`src/rtl/core/pws_pkg.sv`:
```
package pws_pkg;

    localparam int WINDOW_DEF = 60;
    localparam int TIME_W     = 14;
    localparam logic [TIME_W-1:0] TIME_CAP = 14'd9999;
    localparam int ENTRY_W    = 2 * TIME_W + 2;
    localparam int IN_W       = 98;
    localparam int IN_TDATA_W = 104;
    localparam int OUT_W      = 152;
    localparam int OUT_TDATA_W = 152;

    typedef struct packed {
        logic              conn_ok;
        logic              look_ok;
        logic [TIME_W-1:0] conn_ms;
        logic [TIME_W-1:0] look_ms;
        logic [31:0]       now_ms;
    } probe_t;

    typedef enum logic [2:0] {
        ST_IDLE,
        ST_SCAN,
        ST_DIV_MEAN,
        ST_DIV_AVAIL,
        ST_DIV_OUT,
        ST_OUT
    } back_state_t;

    function automatic logic [TIME_W-1:0] cap_time(input logic [31:0] raw);
        cap_time = (raw > 32'(TIME_CAP)) ? TIME_CAP : raw[TIME_W-1:0];
    endfunction

endpackage

```
`src/rtl/core/pws_front.sv`:
```
module pws_front (
    input  logic                    aclk,
    input  logic                    aresetn,
    input  logic                    s_tvalid,
    output logic                    s_tready,
    input  logic [pws_pkg::IN_TDATA_W-1:0] s_tdata,
    output logic                    q_valid,
    input  logic                    q_ready,
    output pws_pkg::probe_t         q_data
);
    import pws_pkg::*;

    // Two-entry queue of classified probes between front and back.
    probe_t     slot_reg [2];
    logic [1:0] cnt_reg, cnt_next;
    logic       rd_reg, wr_reg;
    probe_t     p;
    logic       push, pop;

    always_comb begin
        p.conn_ok = s_tdata[0];
        p.look_ok = s_tdata[1];
        p.conn_ms = s_tdata[0] ? cap_time(s_tdata[33:2]) : '0;
        p.look_ms = cap_time(s_tdata[65:34]);
        p.now_ms  = s_tdata[97:66];
    end

    assign s_tready = (cnt_reg != 2'd2);
    assign push     = s_tvalid && s_tready;
    assign q_valid  = (cnt_reg != 2'd0);
    assign pop      = q_valid && q_ready;
    assign q_data   = slot_reg[rd_reg];

    always_comb begin
        cnt_next = cnt_reg;
        if (push && !pop) begin
            cnt_next = cnt_reg + 2'd1;
        end else if (pop && !push) begin
            cnt_next = cnt_reg - 2'd1;
        end
    end

    always_ff @(posedge aclk) begin
        if (!aresetn) begin
            cnt_reg <= '0;
            rd_reg  <= 1'b0;
            wr_reg  <= 1'b0;
        end else begin
            cnt_reg <= cnt_next;
            if (push) begin
                wr_reg <= ~wr_reg;
            end
            if (pop) begin
                rd_reg <= ~rd_reg;
            end
        end
        if (push) begin
            slot_reg[wr_reg] <= p;
        end
    end

    assert property (@(posedge aclk) disable iff (!aresetn) cnt_reg != 2'd3)
        else $error("queue count out of range");
    assert property (@(posedge aclk) disable iff (!aresetn)
        (push && !pop) |=> cnt_reg == $past(cnt_reg) + 2'd1)
        else $error("queue count missed a push");
    assert property (@(posedge aclk) disable iff (!aresetn)
        (cnt_reg == 2'd0) |-> !pop)
        else $error("pop from empty queue");

endmodule

```
`src/rtl/core/pws_back.sv`:
```
module pws_back #(
    parameter int WINDOW = pws_pkg::WINDOW_DEF
) (
    input  logic                     aclk,
    input  logic                     aresetn,
    input  logic                     q_valid,
    output logic                     q_ready,
    input  pws_pkg::probe_t          q_data,
    output logic                     m_tvalid,
    input  logic                     m_tready,
    output logic [pws_pkg::OUT_TDATA_W-1:0] m_tdata
);
    import pws_pkg::*;

    localparam int PW = (WINDOW > 1) ? $clog2(WINDOW) : 1;
    localparam int FW = $clog2(WINDOW + 1);
    localparam int SW = TIME_W + FW;
    localparam int GW = FW + 7;
    // Multiplying by ceil(2^38 / 1000) and dropping 38 bits gives the exact
    // quotient by 1000 for any 32-bit dividend.
    localparam logic [28:0] SEC_RECIP = 29'd274877907;

    logic [ENTRY_W-1:0] ring [WINDOW];
    logic [ENTRY_W-1:0] rd_data_reg;

    back_state_t state_reg, state_next;
    logic [PW-1:0] wp_reg;
    logic [FW-1:0] fill_reg;
    logic [FW:0]   idx_reg;
    logic          rd_pend_reg;
    logic          hist_reg, online_reg, oact_reg;
    logic [31:0]   obegin_reg;
    logic [15:0]   ocnt_reg;
    logic [22:0]   osec_reg;

    probe_t        cur_reg;
    logic [FW-1:0] good_reg, okc_reg;
    logic [SW-1:0] sum_reg;
    logic [TIME_W-1:0] best_reg, worst_reg;

    // An outage is closed by this probe when it brought the link back online.
    logic hist_close_reg;

    // Shared restoring divider, one quotient bit a cycle.
    logic [31:0] dvd_reg, quo_reg;
    logic [31:0] dvs_reg;
    logic [32:0] rem_reg;
    logic [5:0]  dcnt_reg;
    logic [32:0] rem_sh;
    logic        div_busy;
    logic [60:0] sec_prod;
    logic [TIME_W-1:0] mean_reg;
    logic [6:0]        avail_reg;
    logic [OUT_TDATA_W-1:0] out_reg;
    logic        out_valid_reg;

    logic        rd_en;
    logic [FW:0] scan_idx;
    logic [TIME_W-1:0] e_conn;
    logic        e_cok, e_lok;

    assign e_cok  = rd_data_reg[ENTRY_W-1];
    assign e_lok  = rd_data_reg[ENTRY_W-2];
    assign e_conn = rd_data_reg[2*TIME_W-1:TIME_W];
    assign scan_idx = idx_reg;
    assign rd_en   = (state_reg == ST_SCAN) && (idx_reg < {1'b0, fill_reg});
    assign q_ready = (state_reg == ST_IDLE);
    assign div_busy = (dcnt_reg != 6'd0);
    assign rem_sh  = {rem_reg[31:0], dvd_reg[31]};
    assign sec_prod = {29'd0, dvd_reg} * 61'(SEC_RECIP);
    assign m_tvalid = out_valid_reg;
    assign m_tdata  = out_reg;

    always_comb begin
        state_next = state_reg;
        case (state_reg)
            ST_IDLE: begin
                if (q_valid) begin
                    state_next = ST_SCAN;
                end
            end
            ST_SCAN: begin
                if (!rd_en && !rd_pend_reg) begin
                    state_next = ST_DIV_MEAN;
                end
            end
            ST_DIV_MEAN: begin
                if (div_busy && dcnt_reg == 6'd1) begin
                    state_next = ST_DIV_AVAIL;
                end
            end
            ST_DIV_AVAIL: begin
                if (div_busy && dcnt_reg == 6'd1) begin
                    state_next = ST_DIV_OUT;
                end
            end
            ST_DIV_OUT: begin
                state_next = ST_OUT;
            end
            ST_OUT: begin
                if (!out_valid_reg || m_tready) begin
                    state_next = ST_IDLE;
                end
            end
            default: state_next = ST_IDLE;
        endcase
    end

    always_ff @(posedge aclk) begin
        if (!aresetn) begin
            state_reg     <= ST_IDLE;
            wp_reg        <= '0;
            fill_reg      <= '0;
            hist_reg      <= 1'b0;
            online_reg    <= 1'b0;
            oact_reg      <= 1'b0;
            obegin_reg    <= '0;
            ocnt_reg      <= '0;
            osec_reg      <= '0;
            out_valid_reg <= 1'b0;
            rd_pend_reg   <= 1'b0;
            dcnt_reg      <= '0;
        end else begin
            state_reg   <= state_next;
            rd_pend_reg <= rd_en;
            if (out_valid_reg && m_tready) begin
                out_valid_reg <= 1'b0;
            end
            case (state_reg)
                ST_IDLE: begin
                    if (q_valid) begin
                        wp_reg <= (wp_reg == PW'(WINDOW - 1)) ? '0 : wp_reg + PW'(1);
                        if (fill_reg != FW'(WINDOW)) begin
                            fill_reg <= fill_reg + FW'(1);
                        end
                        hist_reg <= 1'b1;
                        if (!hist_reg) begin
                            online_reg <= q_data.conn_ok && q_data.look_ok;
                            if (!(q_data.conn_ok && q_data.look_ok)) begin
                                oact_reg   <= 1'b1;
                                obegin_reg <= q_data.now_ms;
                                ocnt_reg   <= 16'd1;
                            end
                        end else if ((q_data.conn_ok && q_data.look_ok) != online_reg) begin
                            online_reg <= q_data.conn_ok && q_data.look_ok;
                            if (!(q_data.conn_ok && q_data.look_ok)) begin
                                oact_reg   <= 1'b1;
                                obegin_reg <= q_data.now_ms;
                                ocnt_reg   <= ocnt_reg + 16'd1;
                            end
                        end
                    end
                end
                ST_SCAN: begin
                    if (!rd_en && !rd_pend_reg) begin
                        dcnt_reg <= 6'd32;
                    end
                end
                ST_DIV_MEAN: begin
                    if (dcnt_reg == 6'd1) begin
                        dcnt_reg <= 6'd32;
                    end else begin
                        dcnt_reg <= dcnt_reg - 6'd1;
                    end
                end
                ST_DIV_AVAIL: begin
                    dcnt_reg <= dcnt_reg - 6'd1;
                end
                ST_OUT: begin
                    if (!out_valid_reg || m_tready) begin
                        out_valid_reg <= 1'b1;
                        if (online_reg && oact_reg && cur_reg.conn_ok && cur_reg.look_ok
                            && hist_close_reg) begin
                            osec_reg <= quo_reg[22:0];
                            oact_reg <= 1'b0;
                        end
                    end
                end
                default: ;
            endcase
        end
    end

    always_ff @(posedge aclk) begin
        if (state_reg == ST_IDLE && q_valid) begin
            ring[wp_reg] <= {q_data.conn_ok, q_data.look_ok, q_data.conn_ms, q_data.look_ms};
            cur_reg      <= q_data;
            hist_close_reg <= hist_reg && (q_data.conn_ok && q_data.look_ok) && !online_reg
                              && oact_reg;
            idx_reg   <= '0;
            good_reg  <= '0;
            okc_reg   <= '0;
            sum_reg   <= '0;
            best_reg  <= '0;
            worst_reg <= '0;
        end
        if (rd_en) begin
            rd_data_reg <= ring[scan_idx[PW-1:0]];
            idx_reg     <= idx_reg + (FW+1)'(1);
        end
        if (rd_pend_reg) begin
            if (e_cok && e_lok) begin
                good_reg <= good_reg + FW'(1);
            end
            if (e_cok) begin
                sum_reg <= sum_reg + SW'(e_conn);
                if (okc_reg == '0 || e_conn < best_reg) begin
                    best_reg <= e_conn;
                end
                if (e_conn > worst_reg) begin
                    worst_reg <= e_conn;
                end
                okc_reg <= okc_reg + FW'(1);
            end
        end
        // Divider loading and stepping.
        if (state_reg == ST_SCAN && !rd_en && !rd_pend_reg) begin
            dvd_reg <= 32'(sum_reg);
            dvs_reg <= (okc_reg == '0) ? 32'd1 : 32'(okc_reg);
            rem_reg <= '0;
            quo_reg <= '0;
        end else if (div_busy) begin
            if (rem_sh >= {1'b0, dvs_reg}) begin
                rem_reg <= rem_sh - {1'b0, dvs_reg};
                quo_reg <= {quo_reg[30:0], 1'b1};
            end else begin
                rem_reg <= rem_sh;
                quo_reg <= {quo_reg[30:0], 1'b0};
            end
            dvd_reg <= {dvd_reg[30:0], 1'b0};
            if (dcnt_reg == 6'd1) begin
                rem_reg <= '0;
                quo_reg <= '0;
                if (state_reg == ST_DIV_MEAN) begin
                    mean_reg <= (okc_reg == '0) ? '0 :
                        TIME_W'({quo_reg[30:0], rem_sh >= {1'b0, dvs_reg}});
                    dvd_reg <= 32'(good_reg) * 32'd100;
                    dvs_reg <= (fill_reg == '0) ? 32'd1 : 32'(fill_reg);
                end else begin
                    avail_reg <= 7'({quo_reg[30:0], rem_sh >= {1'b0, dvs_reg}});
                    dvd_reg <= cur_reg.now_ms - obegin_reg;
                end
            end
        end
        if (state_reg == ST_DIV_OUT) begin
            quo_reg <= {9'd0, sec_prod[60:38]};
        end
        if (state_reg == ST_OUT && (!out_valid_reg || m_tready)) begin
            out_reg <= OUT_TDATA_W'({
                (hist_close_reg ? quo_reg[22:0] : osec_reg),
                (oact_reg && !hist_close_reg) ? obegin_reg : 32'd0,
                oact_reg && !hist_close_reg,
                ocnt_reg,
                online_reg,
                (cur_reg.conn_ok && cur_reg.look_ok) ? 2'd0 :
                    ((cur_reg.conn_ok || cur_reg.look_ok) ? 2'd1 : 2'd2),
                avail_reg,
                worst_reg,
                best_reg,
                mean_reg,
                cur_reg.look_ms,
                cur_reg.conn_ms
            });
        end
    end

    assert property (@(posedge aclk) disable iff (!aresetn) fill_reg <= FW'(WINDOW))
        else $error("fill level beyond window");
    assert property (@(posedge aclk) disable iff (!aresetn)
        (state_reg == ST_IDLE && q_valid) |=> state_reg == ST_SCAN)
        else $error("probe taken without window scan");
    assert property (@(posedge aclk) disable iff (!aresetn)
        rd_pend_reg |-> state_reg == ST_SCAN)
        else $error("ring read outside scan");

endmodule

```
`src/rtl/core/probe_window_statistics_top.sv`:
```
// Probe window statistics. Each probe transfer is classified, queued and then
// folded into a ring of the last WINDOW probes; one result transfer follows
// per probe. An item is processed as a walk of the ring memory at one entry a
// cycle, then two passes through one shared serial divider for the mean and
// the availability, and a single reciprocal multiplication for the outage
// length in seconds. The two-entry input queue keeps the input open for up to
// two waiting probes while the back end works.
module probe_window_statistics_top #(
    parameter int WINDOW = pws_pkg::WINDOW_DEF
) (
    input  logic        aclk,
    input  logic        aresetn,
    input  logic        s_tvalid,
    output logic        s_tready,
    // connect_ok, lookup_ok, connect_elapsed_ms, lookup_elapsed_ms, now_ms
    input  logic [pws_pkg::IN_TDATA_W-1:0]  s_tdata,
    output logic        m_tvalid,
    input  logic        m_tready,
    // latest_connect_ms, latest_lookup_ms, mean_connect_ms, best_connect_ms,
    // worst_connect_ms, availability_pct, link_status, is_online,
    // outage_total, outage_open, outage_start_ms, last_outage_sec
    output logic [pws_pkg::OUT_TDATA_W-1:0] m_tdata
);
    import pws_pkg::*;

    logic   q_valid, q_ready;
    probe_t q_data;

    pws_front u_front (
        .aclk(aclk), .aresetn(aresetn),
        .s_tvalid(s_tvalid), .s_tready(s_tready), .s_tdata(s_tdata),
        .q_valid(q_valid), .q_ready(q_ready), .q_data(q_data)
    );

    pws_back #(.WINDOW(WINDOW)) u_back (
        .aclk(aclk), .aresetn(aresetn),
        .q_valid(q_valid), .q_ready(q_ready), .q_data(q_data),
        .m_tvalid(m_tvalid), .m_tready(m_tready), .m_tdata(m_tdata)
    );

endmodule

```
`config.mk`:
```
export PLATFORM = sky130hd
export DESIGN_NAME = probe_window_statistics_top
export DESIGN_NICKNAME = d
export VERILOG_FILES = /design/src/rtl/core/pws_pkg.sv /design/src/rtl/core/pws_front.sv /design/src/rtl/core/pws_back.sv /design/src/rtl/core/probe_window_statistics_top.sv
export SDC_FILE = /design/constraint.sdc
export NUM_CORES = 2
export LEC_CHECK = 0
export BUFFER_PORTS_ARGS = -buffer_cell sky130_fd_sc_hd__buf_2
export CAP_MARGIN = 20
export CELL_PAD_IN_SITES_DETAIL_PLACEMENT = 0
export CELL_PAD_IN_SITES_GLOBAL_PLACEMENT = 1
export CORE_MARGIN = 8
export CORE_UTILIZATION = 30
export DETAILED_ROUTE_END_ITERATION = 6
export PLACE_DENSITY = 0.58
export SYNTH_ARGS = -nofsm -noshare
export SYNTH_HDL_FRONTEND = slang
export SYNTH_SLANG_ARGS = --single-unit
```
`constraint.sdc`:
```
create_clock -name aclk -period 7.1 [get_ports aclk]
set_input_delay 0.71 -clock aclk [delete_from_list [all_inputs] [get_ports aclk]]
set_output_delay 0.71 -clock aclk [all_outputs]
set_load 0.01 [all_outputs]
```
==> results.sh <==
export IMPL_rrSetupSlack_ns=0.20
export IMPL_holdCritPathClass="in -> reg"
export IMPL_fin_skew_ns=0.0477
export IMPL_cts_root_buffer="clkbuf_16"
export IMPL_synth_compound_area_frac=0.0439
export IMPL_dr_wl_met2_um=107000
export IMPL_r2r_start="u_back.dvd_reg[19]$_DFFE_PN_"
export IMPL_grt_max_degree=108
export IMPL_synth_top_area_share=0.532
export IMPL_drive_gt1_frac=0.214
export IMPL_port_buffers=255
export IMPL_wl_met1_um=92500
export IMPL_setup_viol=0
export IMPL_synth_cells=5222
export IMPL_syn_to_final_growth_pct=17.7
export IMPL_syn_num_nets=6136
export IMPL_synthDistinctLibCells=74
export IMPL_outcome="complete, no violations"
export IMPL_syn_avg_cell_area_sq_um=15.0
export IMPL_hold_start="s_tdata[68]"
export IMPL_max_cap_violations=0
export IMPL_start_util=0.301
export IMPL_drt_vias_per_instance=4.68
export IMPL_path_max_fanout=4
export IMPL_fmax_mhz=145
export IMPL_synthTopCellsByArea="edfxtp_1 53%, mux4_2 8.5%, ha_1 8.0%"
export IMPL_grt_first_pass_wirelength_um=314000
export IMPL_yosysTopAreaCell="edfxtp_1"
export IMPL_antenna_found_initial=7
export IMPL_max_clock_path_buffers=3
export IMPL_hold_violations=0
export IMPL_vias=44280
export IMPL_clk_latency_ns=0.83
export IMPL_ios=262
export IMPL_synth_ff_type="edfxtp_1"
export IMPL_r2r_end="u_back.quo_reg[14]$_DFFE_PP_"
export IMPL_drt_first_iter_violations=2947
export IMPL_synthAdderAreaFrac=0.157
export IMPL_drtPass1Iterations=5
export IMPL_worst_setup_path_end_kind="flop"
export IMPL_synth_top_family_by_area="adder cells"
export IMPL_synth_xor_area_share=0.0124
export IMPL_place_ws_ns=-0.543
export IMPL_critical_path_class="reg -> reg"
export IMPL_relSlewSlack=0.274
export IMPL_nNetsFinal=6713
export IMPL_grt_overflow=0
export IMPL_std_cell_rows=188
export IMPL_fin_ws_ns=0.199
export IMPL_dieArea_sq_um=278000
export IMPL_cts_htree_levels=4
export IMPL_yosysSeqAreaShare=0.585
export IMPL_fin_crit_sh=0.972
export IMPL_dr_max_layer_used="met4"
export IMPL_met3_length_um=7890
export IMPL_avgRoutedWirePerCell_um=22.5
export IMPL_synth_seq_cells=1598
export IMPL_dieWidth_um=528
export IMPL_whs_path_depth=1
export IMPL_synth_mux_area_frac=0.108
export IMPL_slew_viol_final=0
export IMPL_place_hpwl_um=147000
export IMPL_period_needed_ns=6.90
export IMPL_start_kind="flop"
export IMPL_die_h_um=528
export IMPL_netlist_area_sq_um=78500
export IMPL_gp_congestion=0.812
export IMPL_largest_reg_flops=960
export IMPL_reg2regPathDepth=25
export IMPL_synth_edf_count=1392
export IMPL_postRouteAntennaNets=0
export IMPL_drc=0
export IMPL_clkTransAtPathRegs_ns=0.06
export IMPL_yosys_area_share_simple=0.0539
export IMPL_totalWireLength_um=213000
export IMPL_cts_made_buffers=178
export IMPL_critPathRequiredTime_ns=7.64
export IMPL_cts_tree="yes"
export IMPL_design_core_area_sq_um=261000
export IMPL_ys_warn_count=0
export IMPL_worst_endpoint_arrival_ns=7.44
export IMPL_worst_pin_slew_ns=1.09
export IMPL_synth_async_sr_flop_share=0
export IMPL_cts_sinks=1598
export IMPL_grt_pass1_vias=46639
export IMPL_grt_usage=0.150
export IMPL_whs_endpoint="u_front.slot_reg[1][2]$_DFFE_PP_"
-- per-stage QoR --
| step | instance area (sq um) | hold slack (ns) | cells | utilization | setup TNS, ns |
|---|---|---|---|---|---|
| 2_1_floorplan | 78500 | 0.400 | 5222 | - | 0 |
| 3_5_place_dp | 85700 | 0.405 | 9081 | 0.328 | -5.99 |
| 3_3_place_gp | 85700 | 0.400 | 9081 | 0.328 | -4.48 |
| 5_1_grt | 92500 | 0.0361 | 9466 | 0.354 | -0.133 |
| 6_report | 92500 | 0.0849 | 9467 | 0.354 | 0 |
| 4_1_cts | 91900 | 0.00131 | 9447 | 0.351 | 0 |
-- worst max path at each step --
stage                                 start                      endpoint  slack [ns]  cells past startpoint
5_1_grt        u_back.dvd_reg[10]$_DFFE_PN_  u_back.quo_reg[14]$_DFFE_PP_       -0.03                     24
2_1_floorplan   u_back.dvd_reg[8]$_DFFE_PN_  u_back.quo_reg[15]$_DFFE_PP_        0.12                     22
6_report       u_back.dvd_reg[19]$_DFFE_PN_  u_back.quo_reg[14]$_DFFE_PP_        0.20                     25
4_1_cts         u_back.dvd_reg[4]$_DFFE_PN_  u_back.quo_reg[19]$_DFFE_PP_        0.01                     26
3_5_place_dp    u_back.dvd_reg[7]$_DFFE_PN_  u_back.quo_reg[21]$_DFFE_PP_       -0.54                     25
3_3_place_gp    u_back.dvd_reg[5]$_DFFE_PN_  u_back.quo_reg[21]$_DFFE_PP_       -0.44                     28
-- Yosys cell counts (all sizes together), types with 34 or more instances --
| library cell | instances |
|---|---|
| mux2i | 85 |
| fa | 302 |
| nor2 | 269 |
| o21ai | 195 |
| nand3 | 87 |
| clkbuf | 131 |
| inv | 644 |
| mux4 | 298 |
| and2 | 68 |
| a21oi | 114 |
| xor2 | 42 |
| nor3 | 42 |
| dfxtp | 206 |
| mux2 | 85 |
| edfxtp | 1392 |
| nand4 | 34 |
| buf | 42 |
| nand2 | 190 |
| xnor2 | 69 |
| a21o | 53 |
| ha | 504 |
-- timing repair --
action                                  CTS  global route
buffers inserted                          4            11
hold buffers                             30             0
endpoints found under the setup margin   21            22
gates cloned                              0             0
hold endpoints to repair                 59             0
pin swaps                                 3            44
resized for setup                        19            77
-- logic make-up after synthesis --
| kind of cell | count (synthesis) |
|---|---|
| buf+inv | 820 |
| fa+ha+maj | 806 |
| simple gates | 866 |
| xor+xnor | 111 |
| flops | 1598 |
| mux | 468 |
| compound gates | 553 |
-- critical path, cell delays in order (launching register included) --
cell and delay (ns):
edfxtp_1 0.44, buf_4 0.19, ha_4 0.24, fa_1 0.40
fa_1 0.49, inv_1 0.05, fa_1 0.48, inv_1 0.06
fa_1 0.48, fa_1 0.49, fa_1 0.53, inv_1 0.05
fa_1 0.47, inv_1 0.04, ha_1 0.31, and3_4 0.21
and3_1 0.22, nand3_2 0.15, a2111oi_4 0.27, clkbuf_16 0.23
o2111ai_4 0.14, o21ai_4 0.23, buf_6 0.16, a31oi_4 0.08
xor2_1 0.18, o21ai_1 0.07
-- cells in the final DEF, fill, tap and decap left out, types with 40 or more instances in the layout --
cell	Yosys	layout
a21o_1	53	52
nand3_1	87	85
inv_1	644	639
mux2i_1	85	85
nor2_1	269	261
buf_4	1	257
buf_2	8	255
o21ai_0	191	177
dfxtp_1	206	204
and2_1	68	67
clkbuf_16	0	181
xnor2_1	69	69
mux2_2	85	85
clkinv_1	3	45
ha_1	504	490
edfxtp_1	1392	1392
nor3_1	42	40
mux4_2	298	298
fa_1	302	295
nand2_1	190	190
a21oi_1	114	107
xor2_1	42	42
-- metal layers --
| metal | track usage | vias up |
|---|---|---|
| li1 | - | 20412 |
| met1 | 0.196 | 22808 |
| met2 | 0.264 | 809 |
| met3 | 0.0193 | 251 |
| met4 | 0.0398 | 0 |
| met5 | 0 | - |
-- final cells by class --
type                    instances  area [sq um]
multi-input cells            2804         30000
fillers                     25152        169000
diodes                          1          2.50
well taps                    3515          4400
inverters                     647          2430
clock inverters               108          1000
flip-flops and latches       1598         45900
clock buffers                 224          4710
repair buffers                570          3970
Power is left out: the tool's default activity adds up to more than one toggle a clock period on the data nets, which glitch-free logic cannot reach.
